`src/jsdu_pkg.sv`:
```
// Shared types and constants for the joint space distance unit.
// No dependencies.
package jsdu_pkg;

   localparam int JOINTS     = 5;
   localparam int ANGLE_W    = 16;
   localparam int MAG_W      = 16;
   localparam int SQ_W       = 32;
   localparam int RAD_W      = 36;
   localparam int ROOT_W     = 18;
   localparam int SQ_REM_W   = 22;
   localparam int VEL_W      = 15;
   localparam int DIST_W     = 24;
   localparam int MODE_W     = 2;
   localparam int CSR_IDX_W  = 3;
   localparam int CSR_DATA_W = 15;

   localparam logic [VEL_W-1:0]  VEL_RESET = 15'd4096;
   localparam logic [DIST_W-1:0] DIST_MAX  = 24'hFFFFFF;

   typedef enum logic [MODE_W-1:0] {
      MODE_EUCLID   = 2'd0,
      MODE_CHESS    = 2'd1,
      MODE_DURATION = 2'd2,
      MODE_UNUSED   = 2'd3
   } metric_mode_type;

   typedef enum logic [CSR_IDX_W-1:0] {
      CSR_METRIC_MODE = 3'd0,
      CSR_VEL_ONE     = 3'd1,
      CSR_VEL_TWO     = 3'd2,
      CSR_VEL_THREE   = 3'd3,
      CSR_VEL_FOUR    = 3'd4,
      CSR_VEL_FIVE    = 3'd5
   } csr_index_type;

   typedef struct packed {
      logic signed [ANGLE_W-1:0] first_angle_one;
      logic signed [ANGLE_W-1:0] first_angle_two;
      logic signed [ANGLE_W-1:0] first_angle_three;
      logic signed [ANGLE_W-1:0] first_angle_four;
      logic signed [ANGLE_W-1:0] first_angle_five;
      logic signed [ANGLE_W-1:0] second_angle_one;
      logic signed [ANGLE_W-1:0] second_angle_two;
      logic signed [ANGLE_W-1:0] second_angle_three;
      logic signed [ANGLE_W-1:0] second_angle_four;
      logic signed [ANGLE_W-1:0] second_angle_five;
   } req_payload_type;

   typedef struct packed {
      logic [DIST_W-1:0] distance_value;
      logic              saturated;
   } rsp_payload_type;

   typedef logic [JOINTS-1:0][MAG_W-1:0] mag_vec_type;
   typedef logic [JOINTS-1:0][VEL_W-1:0] vel_vec_type;

   typedef struct packed {
      mag_vec_type      mag;
      logic [RAD_W-1:0] sum_sq;
      logic [MAG_W-1:0] mag_max;
   } front_data_type;

endpackage

```
`src/jsdu_front.sv`:
```
// Front stages: joint differences, squares, sum of squares and largest difference.
// Depends on jsdu_pkg.
module jsdu_front
   import jsdu_pkg::*;
(
   input  logic            clock,
   input  logic            reset,
   input  logic            adv,
   input  logic            req_valid,
   input  req_payload_type req_payload,
   output logic            front_valid,
   output front_data_type  front_data
);

   logic signed [ANGLE_W-1:0] first_ang [JOINTS];
   logic signed [ANGLE_W-1:0] second_ang [JOINTS];

   assign first_ang[0]  = req_payload.first_angle_one;
   assign first_ang[1]  = req_payload.first_angle_two;
   assign first_ang[2]  = req_payload.first_angle_three;
   assign first_ang[3]  = req_payload.first_angle_four;
   assign first_ang[4]  = req_payload.first_angle_five;
   assign second_ang[0] = req_payload.second_angle_one;
   assign second_ang[1] = req_payload.second_angle_two;
   assign second_ang[2] = req_payload.second_angle_three;
   assign second_ang[3] = req_payload.second_angle_four;
   assign second_ang[4] = req_payload.second_angle_five;

   mag_vec_type                     mag_in, mag_a_ff, mag_b_ff;
   logic [JOINTS-1:0][SQ_W-1:0]     sq_in, sq_ff;
   logic                            va_ff, vb_ff, vc_ff;
   logic [RAD_W-1:0]                sum_in;
   logic [MAG_W-1:0]                max_in;
   front_data_type                  data_ff;

   always_comb begin
      logic signed [ANGLE_W:0] d;
      mag_in = '0;
      for (int j = 0; j < JOINTS; j++) begin
         d = {first_ang[j][ANGLE_W-1], first_ang[j]} - {second_ang[j][ANGLE_W-1], second_ang[j]};
         mag_in[j] = d[ANGLE_W] ? MAG_W'(-d) : MAG_W'(d);
      end
   end

   always_comb begin
      for (int j = 0; j < JOINTS; j++) begin
         sq_in[j] = SQ_W'(mag_a_ff[j]) * SQ_W'(mag_a_ff[j]);
      end
   end

   always_comb begin
      sum_in = '0;
      max_in = '0;
      for (int j = 0; j < JOINTS; j++) begin
         sum_in = sum_in + RAD_W'(sq_ff[j]);
         if (mag_b_ff[j] > max_in) begin
            max_in = mag_b_ff[j];
         end
      end
   end

   always_ff @(posedge clock) begin
      if (reset) begin
         va_ff <= 1'b0;
         vb_ff <= 1'b0;
         vc_ff <= 1'b0;
      end else if (adv) begin
         va_ff <= req_valid;
         vb_ff <= va_ff;
         vc_ff <= vb_ff;
      end
   end

   always_ff @(posedge clock) begin
      if (adv) begin
         mag_a_ff        <= mag_in;
         mag_b_ff        <= mag_a_ff;
         sq_ff           <= sq_in;
         data_ff.mag     <= mag_b_ff;
         data_ff.sum_sq  <= sum_in;
         data_ff.mag_max <= max_in;
      end
   end

   assign front_valid = vc_ff;
   assign front_data  = data_ff;

endmodule

```
`config.mk`:
```
export PLATFORM = sky130hd
export DESIGN_NAME = jsdu_front
export DESIGN_NICKNAME = d
export VERILOG_FILES = /design/src/jsdu_pkg.sv /design/src/jsdu_front.sv
export SDC_FILE = /design/constraint.sdc
export NUM_CORES = 2
export LEC_CHECK = 0
export ABC_AREA = 1
export BUFFER_PORTS_ARGS = -buffer_cell sky130_fd_sc_hd__buf_2
export CORE_AREA = 4 4 417 419
export DETAILED_ROUTE_END_ITERATION = 8
export DIE_AREA = 0 0 421 423
export PLACE_DENSITY = 0.55
export SYNTH_ARGS = -nofsm -noshare
export SYNTH_HDL_FRONTEND = slang
export SYNTH_SLANG_ARGS = --single-unit
export TNS_END_PERCENT = 1
```
`constraint.sdc`:
```
create_clock -name clock -period 14.1 [get_ports clock]
set_clock_uncertainty 0.15 [all_clocks]
set_input_delay 2.82 -clock clock [delete_from_list [all_inputs] [get_ports clock]]
set_output_delay 2.82 -clock clock [all_outputs]
set_load 0.03 [all_outputs]
```
==> qor.csv <==
stage,metric,value,unit
critical_path,Crit. End Element,flip-flop,
timing,final hold violation count,0,
synth,synthesized instance count,6336,
cts,cts repair resizes,0,
routing,DR iter-0 viols,2067,
critical_path,data required time of the worst path,14.32,ns
timing,min Tclk post-route,8.97,ns
layout,"Net count, final",8312,
synth,adder-cell share of the synthesized area,45.2,%
synth,Synth Area in Compound Gates,4.88,%
cts,TritonCTS clock tree,done,
job,max_cap viols,0,
place,Post-DP Area,63100,µm²
cts,hold_buf cts,0,
synth,xor-xnor portion of the synthesized cell area,4.96,%
synth,ranking of synthesized cells by area,"fa_1, edfxtp_1, ha_1",
synth,"Top FF cell, synth",edfxtp_1,
layout,Layout Cell Area excl Fill,64900,µm²
global_route,initial antenna violation count,6,
timing,worst-margin pin slew,0.980,ns
routing,Vias/cell,4.58,
synth,post-synth top area share,30.9,%
timing,Total Neg Setup Slack,0,ns
critical_path,crit path kind,flip-flop to flip-flop,
place,hpwl dp,129,mm
critical_path,Slowest cell on crit path,a2111oi_0,
cts,Worst-path clk slew,0.06,ns
critical_path,worst-path fanout max,32,
critical_path,most numerous cell on the critical path,nand2_1,
synth,most frequent cell after synthesis,inv_1,
synth,Synth Area in Simple Gates,9.95,%
global_route,first-pass GRT wire length,245,mm
synth,Mapped Area,59200,µm²
timing,final worst path period share,63.6,%
global_route,total gr overflow,0,
place,PortBufs,295,
cts,Setup Buffers After CTS,0,
synth,Synth async-reset ratio,0,%
global_route,largest net degree at the start of global routing,97,
run_status,status,"complete, no violations",
synth,largest family of logic cells by synthesized area,adder cells,
routing,final routed DRC violation total,0,
cts,clock sinks,444,
floorplanning,Core Rows,152,
synth,leading area contributor after synthesis,fa_1,
cts,Num CTS Buffers,53,
cts,H-tree depth,2,
routing,drt pass-1 iters,5,
cts,clk_lat worst skew,0.67,ns
synth,Synth warnings,0,
timing,Slew Limit Fails,0,
layout,"Area growth, synth to finish",9.62,%
floorplanning,core box area,171000,µm²
routing,final wirelength,154,mm
routing,Antenna Nets Post-Route,0,
global_route,Tot GR Track Use,17.6,%
min_path,hold crit path type,flip-flop to flip-flop,
synth,number of synthesized flops with an enable pin,441,
timing,Slew headroom,32.9,%
floorplanning,initial core utilization,34.7,%
place,GPL Wtd Cong,0.905,
critical_path,CP Launch Type,flip-flop,
critical_path,WP data arrival,9.19,ns
cts,clock tree buffer depth,3,
floorplanning,die area,178000,µm²
synth,mux cell area share after synthesis,0,%
layout,share of layout cells above drive strength 1,6.88,%
synth,sequential cell area fraction in the yosys report,22.5,%
cts,CTS root buffer,clkbuf_16,
timing,Max Freq,111,MHz
timing,# setup viols final,0,
synth,mean area per synthesized cell,9.35,µm²
synth,Yosys reg bits,444,
floorplanning,Die H,423,µm
timing,RSZ-0062 raised after global routing,no,
floorplanning,chip width,421,µm
routing,post-DR wirelength/cell,17.4,µm
routing,vias after detailed routing,40500,
floorplanning,I/O pins,297,
synth,Cell variety after synth,50,
synth,Post-Syn Nets,8088,
synth,Synth top cells by count,"inv_1, nand2_1, fa_1, ha_1, edfxtp_1",
global_route,vias in the first global route,43400,
critical_path,Worst path max stage delay,0.78,ns
[worst paths after layout]
path	depth (start not counted)	from	slack, ns	end
setup / recovery	36	mag_b_ff[31]	5.13	front_data[1]
hold / removal	0	mag_b_ff[6]	0.30	front_data[58]
setup reg to reg	36	mag_b_ff[31]	5.13	front_data[1]
hold reg to reg	0	mag_b_ff[6]	0.30	front_data[58]
[critical path, delay by kind of cell, from the launching register on]
| family | cells | cell delay, ns |
|---|---|---|
| AO/OA/AOI/OAI | 13 | 3.06 |
| adder cells (fa/ha/maj) | 4 | 1.31 |
| flip-flops | 1 | 0.42 |
| buffers and inverters | 2 | 0.70 |
| AND/OR/NAND/NOR | 17 | 3.05 |
[sequential cells by signal, summed over array words and instances (netlist names)]
register,count
sq_ff,150
front_data,131
mag_a_ff,80
mag_b_ff,80
front_valid,1
va_ff,1
vb_ff,1
[per-layer routing]
| layer | global-route usage, % | routed length, µm |
|---|---|---|
| met5 | 0 | 12 |
| met4 | 8.20 | 8780 |
| met3 | 1.60 | 4830 |
| met2 | 32.1 | 79300 |
| met1 | 20.9 | 60800 |
[area by class of cell]
| cell class | count | area [µm²] |
|---|---|---|
| flip-flops and latches | 444 | 13300 |
| repair buffers | 327 | 1730 |
| multi-input cells | 3912 | 38500 |
| clock inverters | 39 | 415 |
| inverters | 1822 | 6840 |
| fillers | 17000 | 106000 |
| diodes | 1 | 2.50 |
| well taps | 2233 | 2790 |
| clock buffers | 59 | 1370 |
[cell usage in the layout (no fill, tap or decap), types with 25 or more instances in the layout]
| master | instances |
|---|---|
| fa_1 | 915 |
| ha_1 | 673 |
| nand2_1 | 1071 |
| o21ai_0 | 117 |
| o21ai_1 | 35 |
| a21oi_1 | 282 |
| or2_2 | 25 |
| nand3_1 | 116 |
| nor3_1 | 27 |
| buf_2 | 294 |
| xor2_1 | 222 |
| inv_1 | 1818 |
| clkbuf_16 | 54 |
| nor2_1 | 163 |
| xnor2_1 | 113 |
| buf_4 | 32 |
| edfxtp_1 | 441 |
[through the flow]
| step | worst slack [ns] | std cells | hold WS (ns) | utilization (%) |
|---|---|---|---|---|
| 4_1_cts | 5.27 | 8836 | 0.299 | 38.0 |
| 5_1_grt | 4.31 | 8836 | 0.304 | 38.0 |
| 6_report | 5.13 | 8837 | 0.298 | 38.0 |
| 2_1_floorplan | 7.20 | 6336 | 0.274 | - |
| 3_3_place_gp | 5.30 | 8738 | 0.284 | 37.0 |
| 3_5_place_dp | 5.29 | 8738 | 0.285 | 37.0 |
[kinds of logic after synthesis]
group           Yosys count
other cells               1
compound gates          530
flops                   444
fa+ha+maj              1588
buf+inv                1980
simple gates           1458
xor+xnor                335
Power is left out: the tool's default activity adds up to more than one toggle a clock period on the data nets, which glitch-free logic cannot reach.
