$ cat src/jsdu_pkg.sv
// Shared types and constants for the joint space distance unit.
// No dependencies.
package jsdu_pkg;

   localparam int JOINTS     = 5;
   localparam int ANGLE_W    = 16;
   localparam int MAG_W      = 16;
   localparam int SQ_W       = 32;
   localparam int RAD_W      = 36;
   localparam int ROOT_W     = 18;
   localparam int SQ_REM_W   = 22;
   localparam int VEL_W      = 15;
   localparam int DIST_W     = 24;
   localparam int MODE_W     = 2;
   localparam int CSR_IDX_W  = 3;
   localparam int CSR_DATA_W = 15;

   localparam logic [VEL_W-1:0]  VEL_RESET = 15'd4096;
   localparam logic [DIST_W-1:0] DIST_MAX  = 24'hFFFFFF;

   typedef enum logic [MODE_W-1:0] {
      MODE_EUCLID   = 2'd0,
      MODE_CHESS    = 2'd1,
      MODE_DURATION = 2'd2,
      MODE_UNUSED   = 2'd3
   } metric_mode_type;

   typedef enum logic [CSR_IDX_W-1:0] {
      CSR_METRIC_MODE = 3'd0,
      CSR_VEL_ONE     = 3'd1,
      CSR_VEL_TWO     = 3'd2,
      CSR_VEL_THREE   = 3'd3,
      CSR_VEL_FOUR    = 3'd4,
      CSR_VEL_FIVE    = 3'd5
   } csr_index_type;

   typedef struct packed {
      logic signed [ANGLE_W-1:0] first_angle_one;
      logic signed [ANGLE_W-1:0] first_angle_two;
      logic signed [ANGLE_W-1:0] first_angle_three;
      logic signed [ANGLE_W-1:0] first_angle_four;
      logic signed [ANGLE_W-1:0] first_angle_five;
      logic signed [ANGLE_W-1:0] second_angle_one;
      logic signed [ANGLE_W-1:0] second_angle_two;
      logic signed [ANGLE_W-1:0] second_angle_three;
      logic signed [ANGLE_W-1:0] second_angle_four;
      logic signed [ANGLE_W-1:0] second_angle_five;
   } req_payload_type;

   typedef struct packed {
      logic [DIST_W-1:0] distance_value;
      logic              saturated;
   } rsp_payload_type;

   typedef logic [JOINTS-1:0][MAG_W-1:0] mag_vec_type;
   typedef logic [JOINTS-1:0][VEL_W-1:0] vel_vec_type;

   typedef struct packed {
      mag_vec_type      mag;
      logic [RAD_W-1:0] sum_sq;
      logic [MAG_W-1:0] mag_max;
   } front_data_type;

endpackage

$ cat src/jsdu_back.sv
// Metric select, saturation and output register with skid stage.
// Depends on jsdu_pkg.
module jsdu_back
   import jsdu_pkg::*;
#(
   parameter int FRACTION_BITS = 12
) (
   input  logic                                       clock,
   input  logic                                       reset,
   input  logic                                       iter_valid,
   input  logic [ROOT_W-1:0]                          iter_root,
   input  logic [MAG_W-1:0]                           iter_mag_max,
   input  logic [JOINTS-1:0][MAG_W+FRACTION_BITS-1:0] iter_quo,
   input  vel_vec_type                                vel,
   input  logic [MODE_W-1:0]                          mode,
   input  logic                                       rsp_stall,
   output logic                                       rsp_valid,
   output rsp_payload_type                            rsp_payload,
   output logic                                       adv
);

   localparam int QW = MAG_W + FRACTION_BITS;

   rsp_payload_type res_in, res_ff, out_in, out_ff, skid_in, skid_ff;
   logic            res_valid_ff, out_valid_in, out_valid_ff, skid_valid_in, skid_valid_ff;

   always_comb begin
      logic [QW-1:0] qmax;
      logic          vel_zero;
      qmax     = '0;
      vel_zero = 1'b0;
      for (int j = 0; j < JOINTS; j++) begin
         if (iter_quo[j] > qmax) begin
            qmax = iter_quo[j];
         end
         if (vel[j] == '0) begin
            vel_zero = 1'b1;
         end
      end
      res_in = '0;
      unique case (metric_mode_type'(mode))
         MODE_EUCLID: begin
            res_in.distance_value = DIST_W'(iter_root);
         end
         MODE_CHESS: begin
            res_in.distance_value = DIST_W'(iter_mag_max);
         end
         MODE_DURATION: begin
            if (vel_zero || qmax > QW'(DIST_MAX)) begin
               res_in.distance_value = DIST_MAX;
               res_in.saturated      = 1'b1;
            end else begin
               res_in.distance_value = qmax[DIST_W-1:0];
            end
         end
         MODE_UNUSED: begin
            res_in = '0;
         end
      endcase
   end

   assign adv = !skid_valid_ff;

   always_comb begin
      out_in        = out_ff;
      out_valid_in  = out_valid_ff;
      skid_in       = skid_ff;
      skid_valid_in = skid_valid_ff;
      if (out_valid_ff && !rsp_stall) begin
         if (skid_valid_ff) begin
            out_in        = skid_ff;
            skid_valid_in = 1'b0;
         end else begin
            out_valid_in = 1'b0;
         end
      end
      if (adv && res_valid_ff) begin
         if (!out_valid_ff || !rsp_stall) begin
            out_in       = res_ff;
            out_valid_in = 1'b1;
         end else begin
            skid_in       = res_ff;
            skid_valid_in = 1'b1;
         end
      end
   end

   always_ff @(posedge clock) begin
      if (reset) begin
         res_valid_ff  <= 1'b0;
         out_valid_ff  <= 1'b0;
         skid_valid_ff <= 1'b0;
      end else begin
         if (adv) begin
            res_valid_ff <= iter_valid;
         end
         out_valid_ff  <= out_valid_in;
         skid_valid_ff <= skid_valid_in;
      end
   end

   always_ff @(posedge clock) begin
      if (adv) begin
         res_ff <= res_in;
      end
      out_ff  <= out_in;
      skid_ff <= skid_in;
   end

   assign rsp_valid   = out_valid_ff;
   assign rsp_payload = out_ff;

endmodule
$ cat config.mk
export PLATFORM = sky130hd
export DESIGN_NAME = jsdu_back
export DESIGN_NICKNAME = d
export VERILOG_FILES = /design/src/jsdu_pkg.sv /design/src/jsdu_back.sv
export SDC_FILE = /design/constraint.sdc
export NUM_CORES = 1
export LEC_CHECK = 0
export ABC_AREA = 1
export BUFFER_PORTS_ARGS = -buffer_cell sky130_fd_sc_hd__buf_2
export CAP_MARGIN = 20
export CORE_UTILIZATION = 30
export CTS_CLUSTER_DIAMETER = 150
export DETAILED_ROUTE_END_ITERATION = 6
export GPL_TIMING_DRIVEN = 0
export SLEW_MARGIN = 10
export SYNTH_ARGS = -nofsm -noshare
export SYNTH_HDL_FRONTEND = slang
export SYNTH_SLANG_ARGS = --single-unit
$ cat constraint.sdc
create_clock -name clock -period 8.25 [get_ports clock]
set_input_delay 1.65 -clock clock [delete_from_list [all_inputs] [get_ports clock]]
set_output_delay 1.65 -clock clock [all_outputs]
set_load 0.01 [all_outputs]
==> results of run 1 <==
area by class of cell:
class | count | share of cell area [%]
sequential | 78 | 17.5
antenna | 6 | 0.127
clock buffer | 10 | 2.03
timing repair buffer | 375 | 20.1
clock inverter | 6 | 0.710
multi-input combinational | 792 | 50.3
tap | 319 | 3.38
inverter | 76 | 2.59
buffer | 36 | 3.30
cell families after synthesis:
kind of cell	Yosys count	synth area share (%)
simple gates	470	28.3
compound gates	214	17.8
buf+inv	112	6.47
fa+ha+maj	108	18.8
flops	78	28.7
state kept, by name, indices dropped and copies added (netlist names), named ones only:
register / flops
rsp_payload: 25
res_valid_ff: 1
rsp_valid: 1
res_ff: 25
skid_ff: 25
layout by cell type (no fill, tap or decap), types with 16 or more instances in the layout:
cell	Yosys	routed
nand2_2	3	35
dfxtp_1	28	28
nor4_1	19	17
inv_1	71	43
nand2_4	3	24
nor2_1	60	56
ha_1	108	70
a31oi_1	39	34
buf_4	2	75
edfxtp_1	50	50
buf_6	5	29
clkbuf_16	0	16
buf_2	0	263
nand2_1	302	248
inv_2	4	29
o21ai_1	38	28
o21ai_2	8	32
a21oi_1	42	39
o21ai_0	48	22
nand3_1	31	23
ha_4	0	38
worst register-to-register path, stage by stage, from the launching register on:
cell and delay [ns]:
dfxtp_1 0.33, inv_1 0.47, nand2_1 0.18, nor2_2 0.58, buf_16 0.23
power breakdown:
part | switching, mW | leakage, nW | total [mW] | internal (mW)
logic | 0.775 | 4.75 | 1.50 | 0.725
clock network | 0.146 | 0.163 | 0.418 | 0.272
registers | 0.0397 | 0.735 | 0.555 | 0.515
what timing repair did:
action,4_1_cts,5_1_grt
endpoints found under the setup margin,25,25
cloned,5,3
resized for setup,200,138
hold buffers,0,0
pin swaps,93,77
setup buffers,68,17
cells in the mapped netlist (4+ instances only):
cell type  instances
o21ai_0           48
nor2_1            60
buf_1              4
inv_1             71
edfxtp_1          50
clkbuf_1          25
o21ai_2            8
nor4_1            19
nand3_1           31
o2111ai_1          4
ha_1             108
nor3_1             9
or2_2             15
nand3b_1           4
o21ai_1           38
dfxtp_1           28
a22o_1            13
buf_6              5
inv_2              4
a21oi_1           42
nand4_1           12
a31oi_1           39
nand2_1          302
o211ai_1           5
through the flow:
step | setup slack (ns) | power, mW | hold WS, ns
6_report | -0.428 | 2.47 | 0.450
5_1_grt | -0.811 | 2.66 | 0.462
4_1_cts | -0.285 | 2.25 | 0.452
3_5_place_dp | -1.83 | 1.52 | 0.437
3_3_place_gp | -1.85 | 1.50 | 0.433
2_1_floorplan | -0.00801 | 1.20 | 0.427
worst paths after layout:
check	start	to	slack (ns)
worst max register to register	flip-flop	skid_ff[12]	6.16
worst min register to register	res_ff[13]	skid_ff[13]	0.45
worst max-delay path	iter_quo[18]	res_ff[16]	-0.43
worst min-delay path	res_ff[13]	skid_ff[13]	0.45
routing by layer:
metal  part of all wire (%)  vias up
met4                    2.2        8
met3                    6.1       45
met2                     50      247
li1                       -     4212
met5                   0.14        -
met1                     41     3757
==> results.py, run 1 <==
metrics = {
    "final_layout": {
        "fillers": 2255,
        "utilization_pct": 50.3,
        "multiInputGateArea_um2": 5930,
        "stdcell_count": 1698,
        "synthToLayoutAreaGrowth_pct": 64.0,
        "drive_above_1_share_pct": 47.3,
        "final_area_um2": 11800,
        "nNetsFinal": 1731,
        "seq_area_um2": 2060,
    },
    "routing": {
        "vias": 8269,
        "ant_nets": 0,
        "viasPerCell": 4.87,
        "drc": 0,
        "first_pass_iters": 5,
        "drtIter0Drc": 287,
        "wl_um": 26900,
        "wl_per_cell_um": 15.8,
    },
    "setup_path": {
        "crit_path_top_delay_cell": "or4_4",
        "cp.depth": 46,
        "cp.required_ns": 8.33,
        "reg2reg_depth": 4,
        "crit_type": "in2reg",
        "start_kind": "primary input",
        "worst_path_most_repeated_cell": "nand2_2",
        "cpLargestDelayFamily": "simple AND/OR/NAND/NOR gates",
        "worstPathMaxFanout": 7,
        "worstPathArrival_ns": 8.76,
        "endpoint_kind": "flip-flop",
        "crit_buf_inv": 10,
        "max_stage_delay_ns": 0.56,
    },
    "yosys": {
        "synth_area_um2": 7200,
        "ys_ff_latch": 78,
        "yosys.area.top_type_share_pct": 20.9,
        "syn-num-nets": 1345,
        "syn_area_per_cell_um2": 7.33,
        "synthCells": 982,
        "yosysTopAreaCell": "edfxtp_1",
        "synth_edf_count": 50,
        "ys.flop_type": "edfxtp_1",
        "synth_area_leaders": "edfxtp_1 (21%), ha_1 (19%), nand2_1 (16%)",
        "async_flop_share_pct": 0,
        "yosys_warnings": 0,
        "ys_seq_area_share_pct": 28.7,
        "synth_cell_type_count": 44,
    },
    "floorplan": {
        "die_area_um2": 24600,
        "start_util_pct": 30.7,
        "coreArea_um2": 23500,
        "io_pins": 282,
        "row_count": 56,
        "die-height_um": 157,
        "chipWidth_um": 157,
    },
    "clocking": {
        "numCtsBuffers": 9,
        "htreeDepth": 3,
        "clock_sinks": 78,
        "cts_tree": "done",
        "clk_path_buf_depth": 2,
        "path_clk_slew_ns": 0.05,
        "cts.root.buffer_cell": "clkbuf_16",
        "clk-insertion-delay-late_ns": 0.33,
    },
    "place": {
        "numPortBuffers": 281,
        "place_inst": 1583,
        "placed_cell_area_um2": 9160,
        "gp_congestion": 0.831,
        "hpwl_um": 20600,
    },
    "grt": {
        "grt_antenna_before_repair": 11,
        "grt_pass1_vias": 7849,
        "overflow": 0,
        "grt_pass1_wl_um": 40100,
        "use_met1_pct": 25.1,
        "grt_max_degree": 30,
        "top_usage_layer": "met2",
        "track_usage_pct": 20.9,
        "grt.met2_usage_pct": 36.6,
        "met3_usage_pct": 4.46,
    },
    "min_path": {
        "min_path_cells": 0,
        "hp-class": "reg2reg",
    },
    "power_and_ir_drop": {
        "pwr_density_cell_nw_per_um2": 209,
        "p_leak_nw": 5.64,
        "irDropWorstVdd_mv": 0.116,
    },
    "sta": {
        "fin_crit_sh_pct": 105,
        "timing.final.ws_setup_ns": -0.428,
        "rsz0062_at_grt": "yes",
        "relSlewSlack_pct": 53.6,
        "fmax_mhz": 115,
        "slew_violations": 0,
        "setup_viol": 25,
        "tightest_slew_ns": 0.695,
        "skew_ns": 0.00402,
        "finalHoldViolations": 0,
        "setup_tns_ns": -9.85,
        "finalCriticalPeriod_ns": 8.68,
    },
    "run_status": {
        "outcome": "finished, violations left",
        "violations": "negative setup slack",
    },
    "flow_run": {
        "cap_violations": 0,
    },
}
No activity file was read; power rests on OpenSTA's default activity.
==> run 2: changes to the inputs <==
==> constraint.sdc (replaced) <==
create_clock -name clock -period 8.25 [get_ports clock]
set_input_delay 2.475 -clock clock [delete_from_list [all_inputs] [get_ports clock]]
set_output_delay 2.475 -clock clock [all_outputs]
set_load 0.01 [all_outputs]
==> results.py, run 2 (synthesis results as in run 1) <==
metrics = {
    "sta": {
        "finalHoldViolations": 0,
        "slew_violations": 0,
        "fmax_mhz": 104,
        "finalCriticalPeriod_ns": 9.62,
        "rsz0062_at_grt": "yes",
        "holdWs_ns": 0.449,
        "fin_crit_sh_pct": 117,
        "skew_ns": 0.00421,
        "tightest_slew_ns": 0.776,
        "relSlewSlack_pct": 48.3,
        "timing.final.ws_setup_ns": -1.37,
        "setup_viol": 25,
    },
    "floorplan": {
        "chipWidth_um": 157,
        "row_count": 56,
        "die-height_um": 157,
        "coreArea_um2": 23500,
        "die_area_um2": 24600,
        "io_pins": 282,
        "start_util_pct": 30.7,
    },
    "final_layout": {
        "final_common_cell": "nand2_1",
        "fillers": 2262,
        "drive_above_1_share_pct": 44.4,
        "seq_area_um2": 2060,
        "multiInputGateArea_um2": 5830,
        "synthToLayoutAreaGrowth_pct": 61.9,
        "final_area_um2": 11600,
        "nNetsFinal": 1709,
        "utilization_pct": 49.6,
        "final_cell_mix": "nand2_1 (257), buf_2 (252), ha_1 (74)",
    },
    "power_and_ir_drop": {
        "pwr-share-comb_pct": 60.3,
        "p_switching_uw": 912,
        "irDropWorstVdd_mv": 0.124,
        "switching_share_pct": 39.2,
        "clkPwrFrac_pct": 15.9,
        "p_leak_nw": 5.58,
        "seq_power_share_pct": 23.9,
        "intPower_mw": 1.42,
        "pwr_density_cell_nw_per_um2": 200,
    },
    "setup_path": {
        "worst_path_most_repeated_cell": "buf_4",
        "worstPathArrival_ns": 9.69,
        "worstSetupStartpoint": "iter_quo[51]",
        "start_kind": "primary input",
        "max_stage_delay_ns": 0.54,
        "endpoint_kind": "flip-flop",
        "crit_path_top_delay_cell": "or4_4",
        "crit_type": "in2reg",
        "cp.required_ns": 8.33,
        "worstPathMaxFanout": 7,
    },
    "routing": {
        "wl_per_cell_um": 15.4,
        "drc": 0,
        "vias": 8040,
        "viasPerCell": 4.80,
        "first_pass_iters": 5,
        "wl_um": 25800,
        "ant_nets": 0,
        "drtIter0Drc": 355,
    },
    "run_status": {
        "outcome": "finished, violations left",
        "violations": "negative setup slack",
    },
    "flow_run": {
        "cap_violations": 0,
    },
    "grt": {
        "track_usage_pct": 20.3,
        "grt_pass1_wl_um": 38700,
        "grt_antenna_before_repair": 9,
        "overflow": 0,
        "grt_pass1_vias": 7581,
        "grt_max_degree": 30,
    },
    "clocking": {
        "clock_sinks": 78,
        "path_clk_slew_ns": 0.05,
        "clk_path_buf_depth": 2,
        "cts.root.buffer_cell": "clkbuf_16",
        "clk-insertion-delay-late_ns": 0.33,
        "cts_tree": "done",
        "htreeDepth": 3,
        "numCtsBuffers": 9,
    },
    "min_path": {
        "hp-class": "reg2reg",
        "min-delay-start": "res_ff[16]",
    },
    "place": {
        "dpl_worst_slack_ns": -2.64,
        "gp_congestion": 0.879,
        "placed_cell_area_um2": 9530,
        "numPortBuffers": 281,
        "hpwl_um": 20800,
    },
}
==> run 2: critical path: cells and delay by family <==
family / cells / cell delay (ns)
adder cells (fa/ha/maj): 3 / 0.76
AO/OA/AOI/OAI: 8 / 0.98
AND/OR/NAND/NOR: 20 / 2.77
buffers and inverters: 21 / 2.68
==> run 2: through the flow <==
| step | setup TNS, ns | instances | total power [mW] |
|---|---|---|---|
| floorplan | -17.71 | 982 | 1.24 |
| global placement | -62.80 | 1582 | 1.54 |
| detailed placement | -63.53 | 1583 | 1.56 |
| CTS | -28.16 | 1649 | 2.16 |
| global route | -43.38 | 1673 | 2.51 |
| finish | -32.76 | 1676 | 2.33 |
==> run 2: cell type report <==
| type | count | share of cell area [%] |
|---|---|---|
| Clock buffer | 10 | 1.97 |
| Buffer | 36 | 3.22 |
| Tap cell | 319 | 3.43 |
| Sequential cell | 78 | 17.7 |
| Timing Repair Buffer | 353 | 20.2 |
| Antenna cell | 6 | 0.129 |
| Clock inverter | 6 | 0.451 |
| Inverter | 76 | 2.88 |
| Multi-Input combinational cell | 792 | 50.0 |
==> run 2: final timing paths <==
kind,slack (ns),to,cells after the start
setup / recovery,-1.37,res_ff[15],52
hold / removal,0.45,skid_ff[16],0
setup reg to reg,6.60,skid_ff[7],4
hold reg to reg,0.45,skid_ff[16],0
==> run 2: repair_timing <==
item / 4_1_cts / 5_1_grt
hold buffers: 0 / 0
buffers inserted: 43 / 19
resized for setup: 130 / 121
pin swaps: 54 / 75
cloned: 7 / 2
endpoints found under the setup margin: 25 / 25
endpoints found under the hold margin: 0 / 0
==> run 2: power by group through the flow <==
stage / Clock, mW / Sequential [mW] / Combinational, mW
floorplan: 0 / 0.571 / 0.671
global placement: 0 / 0.561 / 0.979
detailed placement: 0 / 0.563 / 0.998
CTS: 0.375 / 0.557 / 1.23
global route: 0.390 / 0.566 / 1.56
finish: 0.369 / 0.556 / 1.40
==> run 2: layer usage <==
metal,GRT usage [%],share of wire (%),vias to the layer above
met5,0,0.12,-
met4,4.81,1.4,6
met2,36.5,50,222
li1,-,-,4171
met1,24.9,43,3610
met3,3.68,5.8,31
==> run 3: changes to the inputs <==
--- a/config.mk
+++ b/config.mk
@@ -8,10 +8,12 @@
 export ABC_AREA = 1
 export BUFFER_PORTS_ARGS = -buffer_cell sky130_fd_sc_hd__buf_2
 export CAP_MARGIN = 20
-export CORE_UTILIZATION = 30
+export CORE_UTILIZATION = 46
 export CTS_CLUSTER_DIAMETER = 150
 export DETAILED_ROUTE_END_ITERATION = 6
 export GPL_TIMING_DRIVEN = 0
+export HOLD_SLACK_MARGIN = 0.06
+export PLACE_DENSITY = 0.79
 export SLEW_MARGIN = 10
 export SYNTH_ARGS = -nofsm -noshare
 export SYNTH_HDL_FRONTEND = slang
==> results.py, run 3 (synthesis results as in run 1) <==
metrics = {
    "run_status": {
        "outcome": "finished, violations left",
        "violations": "negative setup slack",
    },
    "floorplan": {
        "row_count": 45,
        "start_util_pct": 47.2,
        "io_pins": 282,
        "coreArea_um2": 15300,
        "die_area_um2": 16100,
        "chipWidth_um": 127,
        "die-height_um": 127,
    },
    "place": {
        "dpl_worst_slack_ns": -2.28,
        "hpwl_um": 18900,
        "gp_congestion": 0.899,
        "numPortBuffers": 281,
        "placed_cell_area_um2": 9400,
    },
    "power_and_ir_drop": {
        "pwr_density_cell_nw_per_um2": 206,
        "irDropWorstVdd_mv": 0.148,
        "p_switching_uw": 949,
        "pwr-share-comb_pct": 61.2,
        "p_leak_nw": 5.49,
        "seq_power_share_pct": 23.5,
        "switching_share_pct": 40.2,
        "intPower_mw": 1.41,
        "clkPwrFrac_pct": 15.3,
    },
    "routing": {
        "vias": 8580,
        "ant_nets": 0,
        "first_pass_iters": 7,
        "drtIter0Drc": 566,
        "drc": 0,
        "wl_per_cell_um": 17.2,
        "viasPerCell": 5.54,
        "wl_um": 26600,
    },
    "final_layout": {
        "final_cell_mix": "buf_2 (254), nand2_1 (250), ha_1 (70)",
        "synthToLayoutAreaGrowth_pct": 59.5,
        "final_common_cell": "buf_2",
        "nNetsFinal": 1696,
        "final_area_um2": 11500,
        "utilization_pct": 75.2,
        "drive_above_1_share_pct": 44.8,
    },
    "flow_run": {
        "cap_violations": 0,
    },
    "setup_path": {
        "start_kind": "primary input",
        "worstPathMaxFanout": 10,
        "endpoint_kind": "flip-flop",
        "cp.required_ns": 8.32,
        "crit_path_top_delay_cell": "or4_4",
        "worst_path_most_repeated_cell": "nand2_4",
        "max_stage_delay_ns": 0.56,
        "worstPathArrival_ns": 9.80,
        "reg2reg_depth": 4,
        "crit_type": "in2reg",
    },
    "sta": {
        "tightest_slew_ns": 1.09,
        "rsz0062_at_grt": "yes",
        "skew_ns": 0.00785,
        "fmax_mhz": 103,
        "timing.final.ws_setup_ns": -1.47,
        "finalCriticalPeriod_ns": 9.72,
        "slew_violations": 0,
        "setup_viol": 25,
        "finalHoldViolations": 0,
        "relSlewSlack_pct": 27.2,
        "fin_crit_sh_pct": 118,
    },
    "min_path": {
        "min_path_cells": 0,
        "hp-class": "reg2reg",
    },
    "clocking": {
        "htreeDepth": 3,
        "clk_path_buf_depth": 2,
        "clk-insertion-delay-late_ns": 0.33,
        "numCtsBuffers": 9,
        "clock_sinks": 78,
        "holdBufCountCts": 0,
        "cts_tree": "done",
        "cts.root.buffer_cell": "clkbuf_16",
        "path_clk_slew_ns": 0.05,
    },
    "grt": {
        "grt_pass1_wl_um": 37700,
        "track_usage_pct": 29.6,
        "grt_max_degree": 30,
        "grt_pass1_vias": 7916,
        "overflow": 0,
        "grt_antenna_before_repair": 3,
    },
}
[run 3: cell types whose count changed in the layout (fill, tap and decap cells not counted), sizes merged]
cell	before	now
clkbuf	36	41
bufbuf	1	0
clkinv	5	1
bufinv	1	0
buf	362	350
diode	6	1
[run 3: layer usage]
metal / vias to the layer above / routed length, µm / track usage [%]
met5: - / 12 / 0
met4: 2 / 1120 / 12.5
met3: 97 / 1920 / 6.20
met2: 407 / 13500 / 53.6
met1: 3933 / 10100 / 33.8
li1: 4141 / - / -
[run 3: final timing paths]
check / end / from / slack [ns]
max: res_ff[18] / iter_quo[43] / -1.47
min: skid_ff[9] / res_ff[9] / 0.45
max reg2reg: skid_ff[12] / flip-flop / 5.94
min reg2reg: skid_ff[9] / res_ff[9] / 0.45
[run 3: through the flow]
step | hold slack (ns) | std cells | setup TNS (ns) | power [mW]
4_1_cts | 0.445 | 1527 | -24.37 | 2.05
6_report | 0.449 | 1550 | -35.36 | 2.36
3_5_place_dp | 0.436 | 1475 | -55.20 | 1.54
2_1_floorplan | 0.427 | 982 | -17.71 | 1.24
5_1_grt | 0.462 | 1550 | -42.12 | 2.52
3_3_place_gp | 0.431 | 1474 | -53.93 | 1.51
[run 3: area by class of cell]
| type | instances | area, µm² |
|---|---|---|
| multi-input cells | 792 | 5930 |
| fillers | 1101 | 3780 |
| repair buffers | 341 | 2220 |
| flip-flops and latches | 78 | 2060 |
| plain buffers | 35 | 383 |
| inverters | 76 | 335 |
| clock buffers | 15 | 268 |
| well taps | 211 | 264 |
| clock inverters | 1 | 5.00 |
| diodes | 1 | 2.50 |
[run 3: power by group through the flow]
stage	registers, mW	clock network, mW	logic [mW]
floorplan	0.571	0	0.671
global placement	0.556	0	0.951
detailed placement	0.560	0	0.976
CTS	0.553	0.362	1.14
global route	0.563	0.382	1.58
finish	0.555	0.361	1.44
[run 3: timing repair]
| item | in CTS | in global routing |
|---|---|---|
| setup buffers | 31 | 20 |
| pin swaps | 52 | 86 |
| resized for setup | 116 | 176 |
| gates cloned | 5 | 4 |
| setup endpoints to repair | 25 | 25 |
[run 3: worst max-delay path: cells and delay by family]
kind / cells / cell delay [ns]
simple gates: 26 / 3.74
buf+inv: 10 / 1.33
fa+ha+maj: 4 / 1.05
compound gates: 6 / 1.17
